## config.mk

```make
export PLATFORM = sky130hd
export DESIGN_NAME = imhdk_key_unit
export DESIGN_NICKNAME = d
export VERILOG_FILES = /design/src/hw/rtl/imhdk_pkg.sv /design/src/hw/rtl/imhdk_key_unit.sv
export SDC_FILE = /design/constraint.sdc
export NUM_CORES = 1
export LEC_CHECK = 0
export BUFFER_PORTS_ARGS = -buffer_cell sky130_fd_sc_hd__buf_2
export CELL_PAD_IN_SITES_DETAIL_PLACEMENT = 0
export CELL_PAD_IN_SITES_GLOBAL_PLACEMENT = 1
export CORE_MARGIN = 2
export CORE_UTILIZATION = 25
export DETAILED_ROUTE_END_ITERATION = 8
export PLACE_DENSITY = 0.69
export SLEW_MARGIN = 20
export SYNTH_ARGS = -nofsm -noshare
export SYNTH_HDL_FRONTEND = slang
export SYNTH_SLANG_ARGS = --single-unit
export TNS_END_PERCENT = 1
```

## constraint.sdc

```tcl
create_clock -name vclk -period 6
set_input_delay 0.6 -clock vclk [all_inputs]
set_output_delay 0.6 -clock vclk [all_outputs]
set_load 0.03 [all_outputs]
```

## src/hw/rtl/imhdk_pkg.sv

```systemverilog
// Shared types and constants for the indexed min-heap with decrease-key.
`default_nettype none

package imhdk_pkg;

  localparam int KEY_IN_BITS = 32;
  localparam int AMOUNT_BITS = 31;
  localparam int HANDLE_BITS = 10;
  localparam int COUNT_BITS  = 11;

  typedef enum logic [1:0] {
    MODE_INSERT   = 2'd0,
    MODE_DECREASE = 2'd1,
    MODE_EXTRACT  = 2'd2,
    MODE_PEEK     = 2'd3
  } mode_t;

  typedef enum logic [1:0] {
    ST_OK       = 2'd0,
    ST_EMPTY    = 2'd1,
    ST_FULL     = 2'd2,
    ST_NOT_LIVE = 2'd3
  } status_t;

  typedef enum logic [3:0] {
    S_IDLE,
    S_MAP,
    S_LIVE,
    S_LAST,
    S_UP_RD,
    S_UP_CMP,
    S_DN_RD,
    S_DN_CMP,
    S_PLACE,
    S_DONE
  } state_t;

  typedef enum logic {
    KOP_LOAD,
    KOP_DECREASE
  } key_op_t;

  typedef struct packed {
    mode_t                          mode;
    logic signed [KEY_IN_BITS-1:0]  key_value;
    logic        [AMOUNT_BITS-1:0]  decrease_amount;
    logic        [HANDLE_BITS-1:0]  handle;
  } req_t;

  typedef struct packed {
    logic signed [KEY_IN_BITS-1:0]  min_key;
    logic        [COUNT_BITS-1:0]   entry_count;
    status_t                        status;
  } rsp_t;

endpackage

`default_nettype wire

```

## src/hw/rtl/imhdk_key_unit.sv

```systemverilog
// Key arithmetic: saturate an incoming key into range, or decrease a stored key.
`default_nettype none

module imhdk_key_unit #(
  parameter int KEY_BITS = 32
) (
  input  wire imhdk_pkg::key_op_t                       op,
  input  wire logic signed [imhdk_pkg::KEY_IN_BITS-1:0] key_in,
  input  wire logic        [imhdk_pkg::AMOUNT_BITS-1:0] amount,
  input  wire logic signed [KEY_BITS-1:0]               stored_key,
  output logic signed      [KEY_BITS-1:0]               new_key
);

  import imhdk_pkg::*;

  localparam int DW = ((KEY_BITS > KEY_IN_BITS) ? KEY_BITS : KEY_IN_BITS) + 2;
  localparam logic signed [DW-1:0] KMAX =
    $signed({{(DW-KEY_BITS+1){1'b0}}, {(KEY_BITS-1){1'b1}}});
  localparam logic signed [DW-1:0] KMIN = ~KMAX;

  logic signed [DW-1:0] kin;
  logic signed [DW-1:0] kcur;
  logic signed [DW-1:0] amt_x;
  logic signed [DW-1:0] diff;
  logic signed [DW-1:0] sat;
  logic signed [DW-1:0] res;

  assign kin   = DW'(key_in);
  assign kcur  = DW'(stored_key);
  assign amt_x = DW'(amount);
  assign diff  = kcur - amt_x;

  always_comb begin
    priority if (kin > KMAX) begin
      sat = KMAX;
    end else if (kin < KMIN) begin
      sat = KMIN;
    end else begin
      sat = kin;
    end
  end

  always_comb begin
    unique case (op)
      KOP_DECREASE: res = (diff < KMIN) ? KMIN : diff;
      default:      res = sat;
    endcase
  end

  assign new_key = KEY_BITS'(res);

endmodule

`default_nettype wire

```

## Yosys cells after proc, flatten, opt, wreduce, memory -nomap -nowiden

Index checks and enable logic that the tools add are counted.

- Add/sub/neg operators: 1
- $lt $le $gt $ge: 3
- Mux-type cells: 4

Operator list:

| cell | number |
|---|---|
| $mux W32 | 4 |
| $lt A33 B32 Y1 const B | 1 |
| $sub A32 B32 Y33 | 1 |
| $gt A32 B32 Y1 const B | 1 |
| $lt A32 B32 Y1 const B | 1 |

- Flip-flop bits (word level): 0
- Output and inout bits: 32

## Logic depth before layout (Yosys ltp)

- Word-level depth: 4
- Depth in mapped cells: 13
- Depth with buffers taken out: 12

## Worst setup path after synthesis

OpenSTA, ideal clock, no wires.

- Path type: input to output
- Start: input stored_key[0]
- End: output new_key[30]
- Data arrival time: 3.334 ns
- Data required time: 5.400 ns
- Slack: 2.066 ns
- Stages on the path: 12
- Path buffers: 0
- Path through: inv_1 > ha_1 > inv_1 > fa_1 > a211oi_1 > o211ai_2 > a41oi_1 > o41a_1 > o31a_1 > a21oi_2 > xnor2_1 > o31ai_1

- Cells in the longest elaborated chain, start to end: 4

RTL lines:

| element | line | text |
|---|---|---|
| start, declared | imhdk_key_unit.sv:10 | `input wire logic signed [KEY_BITS-1:0] stored_key,` |
| $sub A32 B32 Y33 (*) | imhdk_key_unit.sv:31 | `assign diff = kcur - amt_x;` |
| $lt A33 B32 Y1 | imhdk_key_unit.sv:45 | `KOP_DECREASE: res = (diff < KMIN) ? KMIN : diff;` |
| $mux W32 (*) | imhdk_key_unit.sv:45 |  |
| $mux W32 (*) | imhdk_key_unit.sv:44 | `unique case (op)` |
| end, declared | imhdk_key_unit.sv:11 | `output logic signed [KEY_BITS-1:0] new_key` |

Every way passes the cells marked *; elsewhere a longest branch is shown, timed or not.

## Worst setup path after layout

- Start: input stored_key[0]
- End: output new_key[6]

The elaborated chain is that of the path after synthesis.

==> flow_metrics.env <==
export IMPL_slowest_stage="fa_1"
export IMPL_post_place_ws_ns=1.56
export IMPL_clock_buffers=0
export IMPL_area_growth_pct=33.0
export IMPL_setup_worst_path_class="input port to output port"
export IMPL_grt_ovfl_total=0
export IMPL_tightest_slew_ns=0.518
export IMPL_max_slew_margin=0.653
export IMPL_mostFrequentLayoutCell="buf_2"
export IMPL_coreArea_sq_um=8810
export IMPL_grt_total_usage=0.140
export IMPL_register_area_sq_um=0
export IMPL_crit_arrival_ns=3.73
export IMPL_holdWs_ns=1.55
export IMPL_setup_tns_ns=0
export IMPL_fin_nets=572
export IMPL_critPathRequiredTime_ns=5.40
export IMPL_synth_cell_type_count=53
export IMPL_synth_warnings=0
export IMPL_outcome="finished, final reports clean"
export IMPL_drive_gt1_frac=0.357
export IMPL_post_drt_wl_per_cell_um=13.1
export IMPL_hold_path_class="input port to output port"
export IMPL_hold_viol_final=0
export IMPL_drtIter0Drc=76
export IMPL_n_antenna_cell=0
export IMPL_ys_seq_area_frac=0
export IMPL_min_delay_start="key_in[31]"
export IMPL_rows=34
export IMPL_cp_top_family="compound AO/OA/AOI/OAI gates"
export IMPL_fin_crit_sh=0.721
export IMPL_placed_area_sq_um=3030
export IMPL_grt_pass1_wl_um=12100
export IMPL_viasPerCell=4.89
export IMPL_post_cts_resize_count=0
export IMPL_fin_ws_ns=1.67
export IMPL_syn_inst=322
export IMPL_port_buffers=128
export IMPL_ios=128
export IMPL_rsz0062_at_grt="false"
export IMPL_hold_depth=3
export IMPL_syn_cell_area_sq_um=2300
export IMPL_cpPeakStageDelay_ns=0.43
export IMPL_final_cell_mix="buf_2 (128), inv_1 (38), a21oi_1 (33)"
export IMPL_ant_nets=0
export IMPL_start_kind="input port"
export IMPL_end_kind="output port"
export IMPL_fin_area_sq_um=3060
export IMPL_ctsHoldBuffers=0
export IMPL_finalSetupViolations=0
export IMPL_cp_num_buf_inv=5
export IMPL_drt_wl_total_um=7220
export IMPL_hold_end="new_key[31]"
export IMPL_final_cells=550
export IMPL_antenna_found_initial=0
export IMPL_fin_crit_ns=4.33
export IMPL_crit_path_max_fanout=19
export IMPL_num_vias=2689
export IMPL_die_h_um=99.9
export IMPL_syn_avg_cell_area_sq_um=7.14
export IMPL_dieWidth_um=99.9
export IMPL_die_area_sq_um=9980
export IMPL_syn_nets=450
export IMPL_path_cells="buf_2, inv_1, ha_1, inv_1, fa_1, a211oi_1, o211ai_2, a41oi_1, o41a_1, o31a_1, o211ai_2, o211ai_4, buf_16, o2bb2ai_1, buf_2"
export IMPL_hpwl_um=6160
export IMPL_grt_max_degree=33
export IMPL_nFlopsAndLatches=0
export IMPL_post_cts_buffers=0
export IMPL_dp_cells=549
export IMPL_leakage_nw=1.54
export IMPL_dr_pass1_iters=4
export IMPL_vdd_drop_max_mv=0.0431
export IMPL_gp_congestion=0.767
export IMPL_cap_violations=0
export IMPL_max_freq_mhz=231
export IMPL_power_density_nw_per_um2=120
export IMPL_drv_slew=0
export IMPL_initial_core_util=0.261
export IMPL_grt_pass1_vias=2589
export IMPL_drc=0
## routing by layer
metal | wire length [um] | vias up | track usage
met5 | 0 | - | 0
met3 | 318 | 0 | 0.00487
met4 | 0 | 0 | 0.00316
met2 | 3270 | 73 | 0.239
li1 | - | 1442 | -
met1 | 3630 | 1174 | 0.209
## Yosys cell counts (8+ instances only)
| cell type | count | area, sq um |
|---|---|---|
| a21oi_1 | 33 | 165 |
| inv_1 | 38 | 143 |
| xor2_1 | 11 | 96.3 |
| nand3_1 | 8 | 40.0 |
| nand2b_1 | 9 | 56.3 |
| o21ai_0 | 17 | 85.1 |
| clkbuf_1 | 8 | 30.0 |
| nor2_1 | 18 | 67.6 |
| xnor2_1 | 13 | 114 |
| nand2_1 | 26 | 97.6 |
| o2bb2ai_2 | 20 | 300 |
| ha_1 | 31 | 388 |
## final cells by class
| type | count | area (sq um) |
|---|---|---|
| Fill cell | 971 | 5750 |
| Inverter | 38 | 143 |
| Multi-Input combinational cell | 274 | 2100 |
| Tap cell | 108 | 135 |
| Timing Repair Buffer | 130 | 676 |
## per-stage QoR
step | utilization | total power [mW]
global placement | 0.344 | 0.366
CTS | 0.344 | 0.368
detailed placement | 0.344 | 0.366
floorplan | - | 0.264
finish | 0.347 | 0.368
global route | 0.347 | 0.408
## cells by family (layout without fill, tap and decap cells)
family	after synthesis	in the layout	share of synthesized area
AO/OA/AOI/OAI	124	124	0.438
XOR/XNOR	24	24	0.0914
adder cells (fa/ha/maj)	32	32	0.177
buffers and inverters	48	168	0.0849
multiplexers	1	1	0.00435
AND/OR/NAND/NOR	93	93	0.204
## power by group
| group | total, mW | internal (mW) | switching (mW) |
|---|---|---|---|
| clock network | 0 | 0 | 0 |
| logic | 0.368 | 0.144 | 0.224 |
| registers | 0 | 0 | 0 |
| total | 0.368 | 0.144 | 0.224 |
## how the worst max path moves through the flow
stage,start,endpoint,cells after the start
final,stored_key[0],new_key[6],15
after global routing,stored_key[0],new_key[1],15
after CTS,stored_key[0],new_key[3],14
after detailed placement,stored_key[0],new_key[3],14
after global placement,stored_key[0],new_key[3],14
after floorplan,stored_key[0],new_key[30],12
Note: power is estimated with default switching activity, not from simulation.
